File: config.mk
export PLATFORM = sky130hd
export DESIGN_NAME = quarter_circle_corner_spans
export DESIGN_NICKNAME = d
export VERILOG_FILES = /design/src/rtl/qccs_pkg.sv /design/src/rtl/quarter_circle_corner_spans.sv
export SDC_FILE = /design/constraint.sdc
export NUM_CORES = 1
export LEC_CHECK = 0
export BUFFER_PORTS_ARGS = -buffer_cell sky130_fd_sc_hd__buf_2
export CAP_MARGIN = 10
export CORE_MARGIN = 8
export CORE_UTILIZATION = 25
export CTS_CLUSTER_SIZE = 28
export DETAILED_ROUTE_END_ITERATION = 12
export PLACE_DENSITY_LB_ADDON = 0.3
export SLEW_MARGIN = 20
export SYNTH_ARGS = -nofsm -noshare
export SYNTH_HDL_FRONTEND = slang
export SYNTH_SLANG_ARGS = --single-unit
File: constraint.sdc
create_clock -name clk -period 11.2 [get_ports clk]
set_clock_uncertainty 0.1 [all_clocks]
set_input_delay 0 -clock clk [delete_from_list [all_inputs] [get_ports clk]]
set_output_delay 0 -clock clk [all_outputs]
set_load 0.01 [all_outputs]
File: src/rtl/qccs_pkg.sv
// ---------------------------------------------------------------------------
// qccs_pkg
// Shared constants, pipeline payload type and square-root step function for
// the quarter-circle corner span generator.
// ---------------------------------------------------------------------------
package qccs_pkg;

  localparam int COORD_BITS    = 9;
  localparam int MAX_RADIUS    = 63;
  localparam int RAD_W         = $clog2(MAX_RADIUS + 1);
  localparam int POS_W         = COORD_BITS + 1;
  localparam int COLR_W        = 16;
  // radicand r*r fits in 2*RAD_W bits; two spare bits keep root + bit in range
  localparam int SQ_W          = 2 * RAD_W + 2;
  localparam int ROOT_STEPS    = RAD_W + 1;
  localparam int STEPS_PER_STG = 2;
  localparam int ROOT_STGS     = (ROOT_STEPS + STEPS_PER_STG - 1) / STEPS_PER_STG;
  // issue stage, radicand stage, then the root stages
  localparam int NSTG          = 2 + ROOT_STGS;

  typedef struct packed {
    logic [POS_W-1:0]      col;
    logic [COORD_BITS-1:0] oy;
    logic [RAD_W-1:0]      rad;
    logic [RAD_W-1:0]      ofs;
    logic                  top;
    logic [COLR_W-1:0]     colour;
    logic                  last;
    logic [SQ_W-1:0]       rem;
    logic [SQ_W-1:0]       root;
  } span_pipe_t;

  // one digit of the restoring square root; step 0 uses the top test bit
  function automatic span_pipe_t root_step(span_pipe_t p, int step);
    logic [SQ_W-1:0] rbit;
    logic [SQ_W-1:0] trial;
    span_pipe_t      q;
    rbit  = SQ_W'(1) << (2 * (ROOT_STEPS - 1 - step));
    trial = p.root + rbit;
    q     = p;
    if (p.rem >= trial) begin
      q.rem  = p.rem - trial;
      q.root = (p.root >> 1) + rbit;
    end else begin
      q.root = p.root >> 1;
    end
    return q;
  endfunction

endpackage

File: src/rtl/quarter_circle_corner_spans.sv
// ---------------------------------------------------------------------------
// quarter_circle_corner_spans
// Turns one corner descriptor into radius+1 vertical fill spans that cover
// the area between a quarter circle and its bounding square.
// ---------------------------------------------------------------------------
// Usage:
//   Input channel (in_valid/in_ready) takes one corner beat: origin, radius,
//   top/bottom and left/right flags and a colour. Output channel
//   (out_valid/out_ready) returns radius+1 span beats, last_span set on the
//   final one.
//   A sequencer holds the corner and issues one column offset per cycle,
//   unless the output stalls, into a pipeline: radicand r*r-i*i, then a
//   restoring square root two digits per stage, then the span geometry into
//   the output register.
//   Throughput: one span per cycle while the receiver takes them; in_ready is
//   low while a corner's radius+1 column offsets are being issued.
//   Receiver stall: when out_ready is low with a span waiting, the whole
//   pipeline and the sequencer's offset freeze, though an idle sequencer can
//   still take a new corner; nothing is dropped or repeated.
//   Reset (rst, synchronous): clears the sequencer and all valid bits; the
//   block comes up idle with in_ready high.
// ---------------------------------------------------------------------------
module quarter_circle_corner_spans (
  input  logic                            clk,
  input  logic                            rst,
  input  logic                            in_valid,
  output logic                            in_ready,
  input  logic [qccs_pkg::COORD_BITS-1:0] origin_x,
  input  logic [qccs_pkg::COORD_BITS-1:0] origin_y,
  input  logic [qccs_pkg::RAD_W-1:0]      corner_radius,
  input  logic                            is_top,
  input  logic                            is_left,
  input  logic [qccs_pkg::COLR_W-1:0]     fill_colour,
  output logic                            out_valid,
  input  logic                            out_ready,
  output logic [qccs_pkg::POS_W-1:0]      span_x,
  output logic [qccs_pkg::POS_W-1:0]      span_top,
  output logic [qccs_pkg::RAD_W-1:0]      span_length,
  output logic [qccs_pkg::COLR_W-1:0]     span_colour,
  output logic                            last_span
);

  // held corner
  logic [qccs_pkg::COORD_BITS-1:0] ox;
  logic [qccs_pkg::COORD_BITS-1:0] oy;
  logic [qccs_pkg::RAD_W-1:0]      rad;
  logic                            top;
  logic                            left;
  logic [qccs_pkg::COLR_W-1:0]     colour;
  logic [qccs_pkg::RAD_W-1:0]      ofs;
  logic                            busy;

  qccs_pkg::span_pipe_t stg      [qccs_pkg::NSTG];
  qccs_pkg::span_pipe_t stg_next [qccs_pkg::NSTG];
  logic [qccs_pkg::NSTG-1:0] vld;

  logic adv;
  logic in_beat;
  logic [qccs_pkg::SQ_W-1:0] h;

  assign adv      = !out_valid || out_ready;
  assign in_ready = !busy;
  assign in_beat  = in_valid && in_ready;

  function automatic logic [qccs_pkg::POS_W-1:0] is_left_col(
    logic [qccs_pkg::COORD_BITS-1:0] x0,
    logic [qccs_pkg::RAD_W-1:0]      r,
    logic [qccs_pkg::RAD_W-1:0]      i,
    logic                            lft
  );
    logic [qccs_pkg::POS_W-1:0] c;
    if (lft) begin
      c = qccs_pkg::POS_W'(x0) + qccs_pkg::POS_W'(r) - qccs_pkg::POS_W'(i);
    end else begin
      c = qccs_pkg::POS_W'(x0) + qccs_pkg::POS_W'(i);
    end
    return c;
  endfunction

  always_comb begin
    // issue stage
    stg_next[0].col    = is_left_col(ox, rad, ofs, left);
    stg_next[0].oy     = oy;
    stg_next[0].rad    = rad;
    stg_next[0].ofs    = ofs;
    stg_next[0].top    = top;
    stg_next[0].colour = colour;
    stg_next[0].last   = (ofs == rad);
    stg_next[0].rem    = '0;
    stg_next[0].root   = '0;
    // radicand stage
    stg_next[1]     = stg[0];
    stg_next[1].rem = qccs_pkg::SQ_W'(stg[0].rad) * qccs_pkg::SQ_W'(stg[0].rad)
                    - qccs_pkg::SQ_W'(stg[0].ofs) * qccs_pkg::SQ_W'(stg[0].ofs);
    stg_next[1].root = '0;
    // root stages
    for (int k = 2; k < qccs_pkg::NSTG; k++) begin
      stg_next[k] = stg[k-1];
      for (int j = 0; j < qccs_pkg::STEPS_PER_STG; j++) begin
        if ((k - 2) * qccs_pkg::STEPS_PER_STG + j < qccs_pkg::ROOT_STEPS) begin
          stg_next[k] = qccs_pkg::root_step(stg_next[k],
                                            (k - 2) * qccs_pkg::STEPS_PER_STG + j);
        end
      end
    end
  end

  assign h = stg[qccs_pkg::NSTG-1].root;

  // sequencer
  always_ff @(posedge clk) begin
    if (rst) begin
      busy <= 1'b0;
      ofs  <= '0;
    end else if (in_beat) begin
      busy <= 1'b1;
      ofs  <= '0;
    end else if (busy && adv) begin
      ofs <= ofs + 1'b1;
      if (ofs == rad) begin
        busy <= 1'b0;
      end
    end
  end

  always_ff @(posedge clk) begin
    if (in_beat) begin
      ox     <= origin_x;
      oy     <= origin_y;
      rad    <= corner_radius;
      top    <= is_top;
      left   <= is_left;
      colour <= fill_colour;
    end
  end

  // pipeline stages
  always_ff @(posedge clk) begin
    if (rst) begin
      vld       <= '0;
      out_valid <= 1'b0;
    end else if (adv) begin
      vld       <= {vld[qccs_pkg::NSTG-2:0], busy};
      out_valid <= vld[qccs_pkg::NSTG-1];
    end
  end

  always_ff @(posedge clk) begin
    if (adv) begin
      for (int k = 0; k < qccs_pkg::NSTG; k++) begin
        stg[k] <= stg_next[k];
      end
      span_x      <= stg[qccs_pkg::NSTG-1].col;
      span_top    <= stg[qccs_pkg::NSTG-1].top
                   ? qccs_pkg::POS_W'(stg[qccs_pkg::NSTG-1].oy)
                   : qccs_pkg::POS_W'(stg[qccs_pkg::NSTG-1].oy) + qccs_pkg::POS_W'(h);
      span_length <= stg[qccs_pkg::NSTG-1].rad - h[qccs_pkg::RAD_W-1:0];
      span_colour <= stg[qccs_pkg::NSTG-1].colour;
      last_span   <= stg[qccs_pkg::NSTG-1].last;
    end
  end

  // assertions
  a_start: assert property (@(posedge clk) disable iff (rst)
    in_beat |=> busy && ofs == '0)
    else $error("corner not started after input beat");

  a_finish: assert property (@(posedge clk) disable iff (rst)
    busy && adv && ofs == rad |=> !busy)
    else $error("sequencer overran the radius");

  // a new corner may still be taken while the output stalls
  a_hold: assert property (@(posedge clk) disable iff (rst)
    !adv && !in_beat |=> $stable(vld) && $stable(ofs))
    else $error("pipeline moved during a stall");

endmodule
==> PnR_summary.wiki, run 1 <==
{| class="wikitable"
! Metric !! Value
|-
| Prevailing post-synth register cell || edfxtp_1
|-
| Final Max Slew Viols || 0
|-
| Max FO, Critical Path || 8
|-
| Hold_ws || 70.4 ps
|-
| Initial antenna violation count || 0
|-
| Weighted congestion at the end of routability-driven global placement || 0.814
|-
| CTS Root Buffer Type || clkbuf_16
|-
| Count of cells along the worst hold path || 2
|-
| Critical path endpoint category || flop
|-
| Std-Cell Core Area || 0.0731 mm2
|-
| Horizontal die dimension || 288 um
|-
| Setup TNS || 0 ps
|-
| Overall track demand over capacity in global routing || 0.0748
|-
| Layout Nets || 1578
|-
| Highest ir drop seen on vdd || 0.000128 V
|-
| Startpoint Class || flop
|-
| DR DRC count || 0
|-
| Post-Synthesis Mean Instance Area || 15.8 um2
|-
| Pin slew with the least headroom to its limit || 1110 ps
|-
| Cell area after technology mapping || 0.0185 mm2
|-
| Number of warnings reported in the yosys synthesis log || 0
|-
| Total wirelength of the detailed-routed design || 30800 um
|-
| Worst Hold End || colour[13]
|-
| Leading cell types in the layout, fill and taps excluded || edfxtp_1, inv_1, ha_1, buf_2, dlygate4sd3_1
|-
| TritonCTS clock tree || yes
|-
| Capture point of the worst reg-to-reg path || stg[1][27]
|-
| Leakage component of the power || 8.94 nW
|-
| Synth async-reset ratio || 0
|-
| HPWL after detailed placement || 19800 um
|-
| Reg clk slew, reported paths || 60 ps
|-
| Max-slew headroom || 0.259
|-
| Required time of the critical path || 11430 ps
|-
| Min Clock Period, post-route || 5220 ps
|-
| Antenna cells || 0
|-
| Total clock sinks || 437
|-
| Count of different cell masters after synthesis || 64
|-
| Latest clock arrival within the worst-skew pair || 600 ps
|-
| Initial DRC Count || 462
|-
| Number of inserted filler cells in the final layout || 7198
|-
| Maximum clock frequency || 192 MHz
|-
| Total iterations of the first detailed-routing run || 6
|-
| Cell depth of the worst flop-to-flop path || 16
|-
| Final Setup Violations || 0
|-
| Startpoint-to-endpoint class of the critical path || reg -> reg
|-
| Area growth syn-to-layout || 22.8%
|-
| Vias in the first global route || 10100
|-
| Fraction of layout cells with a size suffix above 1 || 0.138
|-
| Commonest non-fill, non-tap cell in the layout || edfxtp_1
|-
| CTS Buffer Depth || 3
|-
| Cell with the biggest individual delay on the critical path || fa_1
|-
| Min-Delay Startpoint || fill_colour[13]
|-
| Number of I/O port buffers || 90
|-
| Die Footprint || 0.0828 mm2
|-
| Critical path cell sequence || nand2_1 > inv_1 > fa_1 > fa_1 > fa_1 > fa_1 > fa_1 > inv_1 > ha_1 > a21oi_1 > o21bai_1 > a21oi_1 > o21ai_0 > a21o_1 > a21oi_1 > xnor2_1
|-
| Number of synthesized flops with an enable pin || 423
|-
| Total power density per cell area || 241 mW/mm2
|-
| Cell count after synthesis || 1171
|-
| DIE HEIGHT || 288 um
|-
| Cells resized by post-CTS repair || 0
|-
| Detailed-route via count || 9409
|-
| Number of ports placed on the die boundary || 91
|-
| Outcome || completed
|-
| Mapped Nets || 1360
|-
| Unrepaired setup endpoints after global routing || false
|-
| Wire length of the first global-routing pass || 50600 um
|-
| Most frequent cell on the critical path || fa_1
|-
| Fin. Hold Viols || 0
|-
| Crit share post-route || 0.466
|-
| Register area || 0.0130 mm2
|-
| CP peak stage delay || 540 ps
|-
| H-tree levels || 2
|-
| Flop and latch count out of synthesis || 437
|-
| Pin count of the biggest net entering global routing || 184
|-
| Minimum setup slack among reg-to-reg paths || 5980 ps
|-
| Worst hold path class || in -> reg
|-
| Detailed-route vias per instance || 3.94
|-
| Residual overflow from global routing || 0
|-
| Number of max-capacitance violations reported || 0
|-
| Multi-input gate area in the final layout || 0.00486 mm2
|-
| Arrival time reported for the critical path endpoint || 5450 ps
|-
| Number of buffers created by CTS || 51
|-
| Number of rows created at floorplan || 99
|-
| Post-DR wirelength/cell || 12.9 um
|-
| Post-synthesis sequential area ratio || 0.703
|-
| Number of nets still failing antenna checks after routing || 0
|-
| Initial cell density of the core || 0.253
|-
| Launching point of the worst reg2reg path || stg[0][46]
|}
[per-stage QoR]
stage | instances | util | power (mW) | area, um2 | worst slack [ps]
finish | 2388 | 0.310 | 5.47 | 22700 | 5980
global route | 2388 | 0.310 | 5.83 | 22700 | 5690
CTS | 2388 | 0.310 | 5.57 | 22700 | 5930
detailed placement | 2211 | 0.275 | 3.81 | 20100 | 5940
global placement | 2211 | 0.275 | 3.77 | 20100 | 5980
floorplan | 1171 | - | 3.47 | 18500 | 2190
[report_power, final]
group          switching (mW)  internal [mW]  total, mW
clock network           0.667           1.01       1.67
logic                   0.839          0.684       1.52
registers               0.123           2.15       2.27
total                    1.63           3.84       5.47
[synth_stat cells, types with 4 or more instances]
cell type	count	area [um2]
clkbuf_1	10	37.5
nand2b_1	11	68.8
mux2_2	4	45.0
a31oi_1	6	37.5
a21oi_1	43	215
edfxtp_1	423	12700
nand2_1	68	255
o21ai_0	36	180
mux2i_1	11	110
nand3_1	6	30.0
o21bai_1	6	45.0
and2_1	10	62.6
nor3_1	11	55.1
nand4_1	8	50.1
o21a_1	12	90.1
xnor2_1	53	464
inv_1	150	563
or2_2	4	25.0
fa_1	47	941
nor2b_1	13	81.3
dfxtp_1	14	280
ha_1	96	1200
xor2_1	19	166
nor2_1	45	169
a21o_1	11	82.6
[critical path, delay by kind of cell (launching register included)]
family	cells	cell delay [ps]
flip-flops	1	520
AO/OA/AOI/OAI	6	1070
adder cells (fa/ha/maj)	6	2920
AND/OR/NAND/NOR	1	150
buffers and inverters	2	110
XOR/XNOR	1	80
[registers in the layout (all words and copies together), names as in the netlist, 6 cells and up]
signal / cells
stg: 338
colour: 16
span_colour: 16
span_top: 10
span_x: 10
ox: 9
oy: 9
ofs: 6
rad: 6
span_length: 6
vld: 6
[worst max-delay path by stage]
stage                     cells past startpoint  startpoint          to
after global routing                         15  stg[0][46]  stg[1][25]
final                                        16  stg[0][46]  stg[1][27]
after CTS                                    16  stg[0][46]  stg[1][27]
after floorplan                               6   out_valid      ofs[1]
after detailed placement                     16  stg[0][46]  stg[1][27]
after global placement                       16  stg[0][46]  stg[1][27]
[per-layer routing]
| metal | up-vias | share of wire | GRT usage |
|---|---|---|---|
| li1 | 4621 | - | - |
| met4 | 0 | 0.036 | 0.0320 |
| met1 | 4547 | 0.43 | 0.0858 |
| met5 | - | 0 | 0 |
| met2 | 162 | 0.49 | 0.131 |
| met3 | 79 | 0.046 | 0.0201 |
[layout make-up]
| type | instances | area share |
|---|---|---|
| well taps | 959 | 0.0530 |
| clock buffers | 67 | 0.0622 |
| repair buffers | 177 | 0.0585 |
| clock inverters | 26 | 0.0136 |
| inverters | 151 | 0.0253 |
| multi-input cells | 571 | 0.214 |
| flip-flops and latches | 437 | 0.573 |
[what timing repair did]
item	CTS	global route
hold buffers	84	0
setup buffers	0	0
hold endpoints to repair	67	0
[logic make-up (layout without fill, tap and decap cells)]
kind of cell | count (synthesis) | after routing | synth area share
xor gates and xnor gates | 72 | 72 | 0.0342
buffers and inverters | 163 | 421 | 0.0339
muxes | 16 | 16 | 0.00915
AOI/OAI and AO/OA | 138 | 138 | 0.0467
adders and majority gates | 143 | 143 | 0.116
and+or+nand+nor | 202 | 202 | 0.0568
DFF | 437 | 437 | 0.703
No activity file was read; power rests on OpenSTA's default activity.
==> run 2, diff against run 1 <==
- clock period: 11.2 -> 5 ns (I/O delays scaled with it)
==> run 2 against run 1 <==
Against the previous run:
- fmax rose by 8.3%
- register-to-register slack got worse by 5800 ps
- global-route usage barely moved
- non-clock buffer count rose by 31
- sequential power rose by 120%
- hold slack got worse by 4.0 ps
- critical endpoint is now stg[1][25]
- critical path depth fell by 2
- design area rose by 0.92%
- final cell count rose by 1.2%
- utilization rose by 0.28 points
==> PnR_summary.wiki, run 2 (same netlist as run 1, synthesis figures left out) <==
{| class="wikitable"
! Metric !! Value
|-
| Combinational share of power || 0.300 (was 0.279)
|-
| Startpoint-to-endpoint class of the critical path || reg -> reg (unchanged)
|-
| CTS Root Buffer Type || clkbuf_16 (unchanged)
|-
| CTS Buffer Depth || 3 (unchanged)
|-
| H-tree levels || 2 (unchanged)
|-
| Area of placed instances || 0.0203 mm2 (was 0.0201 mm2)
|-
| Number of I/O port buffers || 90 (unchanged)
|-
| Register ranked first by flip-flop count || stg (unchanged)
|-
| Post-DR wirelength/cell || 12.8 um (was 12.9 um)
|-
| Number of ports placed on the die boundary || 91 (unchanged)
|-
| Final Setup Violations || 0 (unchanged)
|-
| Sw power || 3.67 mW (was 1.63 mW)
|-
| Arrival time reported for the critical path endpoint || 5060 ps (was 5450 ps)
|-
| Horizontal die dimension || 288 um (unchanged)
|-
| Layout Nets || 1609 (was 1578)
|-
| Startpoint Class || flop (unchanged)
|-
| Number of buffers created by CTS || 51 (unchanged)
|-
| Number of nets still failing antenna checks after routing || 0 (unchanged)
|-
| Maximum clock frequency || 207 MHz (was 192 MHz)
|-
| Antenna cells || 0 (unchanged)
|-
| Pin slew with the least headroom to its limit || 1100 ps (was 1110 ps)
|-
| Initial antenna violation count || 0 (unchanged)
|-
| Latest clock arrival within the worst-skew pair || 610 ps (was 600 ps)
|-
| Overall track demand over capacity in global routing || 0.0749 (was 0.0748)
|-
| Min Clock Period, post-route || 4820 ps (was 5220 ps)
|-
| Outcome || completed (unchanged)
|-
| Initial cell density of the core || 0.253 (unchanged)
|-
| Reg clk slew, reported paths || 60 ps (about the same)
|-
| Detailed-route via count || 9456 (was 9409)
|-
| Initial DRC Count || 497 (was 462)
|-
| Std-Cell Core Area || 0.0731 mm2 (unchanged)
|-
| Area growth syn-to-layout || 23.9% (was 22.8%)
|-
| Number of max-capacitance violations reported || 0 (unchanged)
|-
| Number of inserted filler cells in the final layout || 7219 (was 7198)
|-
| Number of rows created at floorplan || 99 (unchanged)
|-
| Worst hold path class || in -> reg (unchanged)
|-
| Fraction of layout cells with a size suffix above 1 || 0.165 (was 0.138)
|-
| HPWL after detailed placement || 20400 um (was 19800 um)
|-
| Cell depth of the worst flop-to-flop path || 14 (was 16)
|-
| Critical path endpoint category || flop (unchanged)
|-
| Count of cells along the worst hold path || 2 (unchanged)
|-
| Residual overflow from global routing || 0 (unchanged)
|-
| Total iterations of the first detailed-routing run || 5 (was 6)
|-
| Total power density per cell area || 532 mW/mm2 (was 241 mW/mm2)
|-
| Multi-input gate area in the final layout || 0.00497 mm2 (was 0.00486 mm2)
|-
| Post-layout instance area || 0.0229 mm2 (was 0.0227 mm2)
|-
| TritonCTS clock tree || yes (unchanged)
|-
| DR DRC count || 0 (unchanged)
|-
| Register area || 0.0130 mm2 (about the same)
|-
| Crit share post-route || 0.964 (was 0.466)
|-
| Max FO, Critical Path || 4 (was 8)
|-
| Max-slew headroom || 0.265 (was 0.259)
|-
| Cell-internal power || 8.50 mW (was 3.84 mW)
|-
| Fin. Hold Viols || 0 (unchanged)
|-
| Leakage component of the power || 9.03 nW (was 8.94 nW)
|-
| Detailed-route vias per instance || 3.91 (was 3.94)
|-
| Pin count of the biggest net entering global routing || 181 (was 184)
|-
| Flip-flop count of the largest register after layout || 338 (unchanged)
|-
| Die Footprint || 0.0828 mm2 (unchanged)
|-
| Switching portion of total power || 0.302 (was 0.298)
|-
| Sequential Power Share || 0.417 (was 0.416)
|-
| Highest ir drop seen on vdd || 0.000309 V (was 0.000128 V)
|-
| DIE HEIGHT || 288 um (unchanged)
|-
| Commonest non-fill, non-tap cell in the layout || edfxtp_1 (unchanged)
|-
| Clock share of power || 0.283 (was 0.306)
|-
| Total wirelength of the detailed-routed design || 31000 um (was 30800 um)
|-
| Wire length of the first global-routing pass || 50800 um (was 50600 um)
|-
| Vias in the first global route || 10200 (was 10100)
|-
| Leading cell types in the layout, fill and taps excluded || edfxtp_1, inv_1, ha_1, buf_2, dlygate4sd3_1 (unchanged)
|-
| Weighted congestion at the end of routability-driven global placement || 0.825 (was 0.814)
|-
| Required time of the critical path || 5230 ps (was 11430 ps)
|-
| Tot Pwr || 12.2 mW (was 5.47 mW)
|-
| Registers with the most flip-flops || stg: 338 flops, colour: 16 flops, span_colour: 16 flops (unchanged)
|-
| Final Max Slew Viols || 0 (unchanged)
|-
| Total clock sinks || 437 (unchanged)
|}
[run 2: changes by cell type in the layout (fill, tap and decap cells not counted), moves of 3 or more]
| cell | previous run | this run |
|---|---|---|
| clkbuf_8 | 3 | 0 |
| inv_2 | 1 | 5 |
| bufinv_16 | 5 | 2 |
| ha_4 | 0 | 4 |
| nand2_1 | 68 | 65 |
| nand2_2 | 0 | 3 |
| ha_1 | 96 | 92 |
| clkinv_1 | 4 | 12 |
| buf_4 | 2 | 33 |
| inv_1 | 149 | 145 |
[run 2: final cells by class]
class,count,share of cell area
multi-input cells,571,0.217
clock buffers,63,0.0578
inverters,151,0.0249
flip-flops and latches,437,0.568
well taps,959,0.0525
repair buffers,208,0.0687
clock inverters,28,0.0109
[run 2: what timing repair did]
action | in CTS | in global routing
hold buffers | 82 | 0
endpoints found under the hold margin | 75 | 0
resized for setup | 8 | 14
buffers inserted | 6 | 8
pin swaps | 6 | 16
setup endpoints to repair | 2 | 6
[run 2: final timing paths]
path | startpoint | end | slack (ps)
min reg2reg | stg[4][53] | stg[5][53] | 280
min | fill_colour[15] | colour[15] | 70
max reg2reg | stg[0][54] | stg[1][25] | 180
max | stg[0][54] | stg[1][25] | 180
[run 2: through the flow]
| stage | hold slack, ps | setup slack (ps) | util | instances | TNS, ps |
|---|---|---|---|---|---|
| floorplan | -1.13 | -1890 | - | 1171 | -729980 |
| global placement | 76.4 | 51.0 | 0.277 | 2230 | 0 |
| detailed placement | 78.1 | -58.5 | 0.277 | 2230 | -86.2 |
| CTS | 31.6 | 37.9 | 0.311 | 2409 | 0 |
| global route | 42.1 | -2.68 | 0.313 | 2417 | -2.68 |
| finish | 66.3 | 179 | 0.313 | 2417 | 0 |
[run 2: power groups by stage]
stage                     logic (mW)  registers (mW)  clock network [mW]
after floorplan                 2.68            5.09                   0
after global placement          3.39            5.15                   0
after detailed placement        3.47            5.17                   0
after CTS                       3.58            5.09                3.62
after global routing            4.11            5.15                3.76
final                           3.65            5.08                3.45
[run 2: worst max-delay path, stage by stage (launching register included)]
cell	delay, ps
edfxtp_1	420
nand2_2	90
fa_2	600
fa_1	460
fa_1	580
fa_1	430
fa_1	530
inv_2	50
ha_4	220
nor2b_4	120
o21a_1	190
o21a_1	190
o21a_1	210
o41ai_2	250
xnor2_1	120
[run 2: metal layers]
layer / global-route usage / vias to the layer above / share of wire
li1: - / 4657 / -
met5: 0 / - / 0
met4: 0.0289 / 0 / 0.030
met1: 0.0856 / 4582 / 0.43
met2: 0.133 / 151 / 0.50
met3: 0.0196 / 66 / 0.044
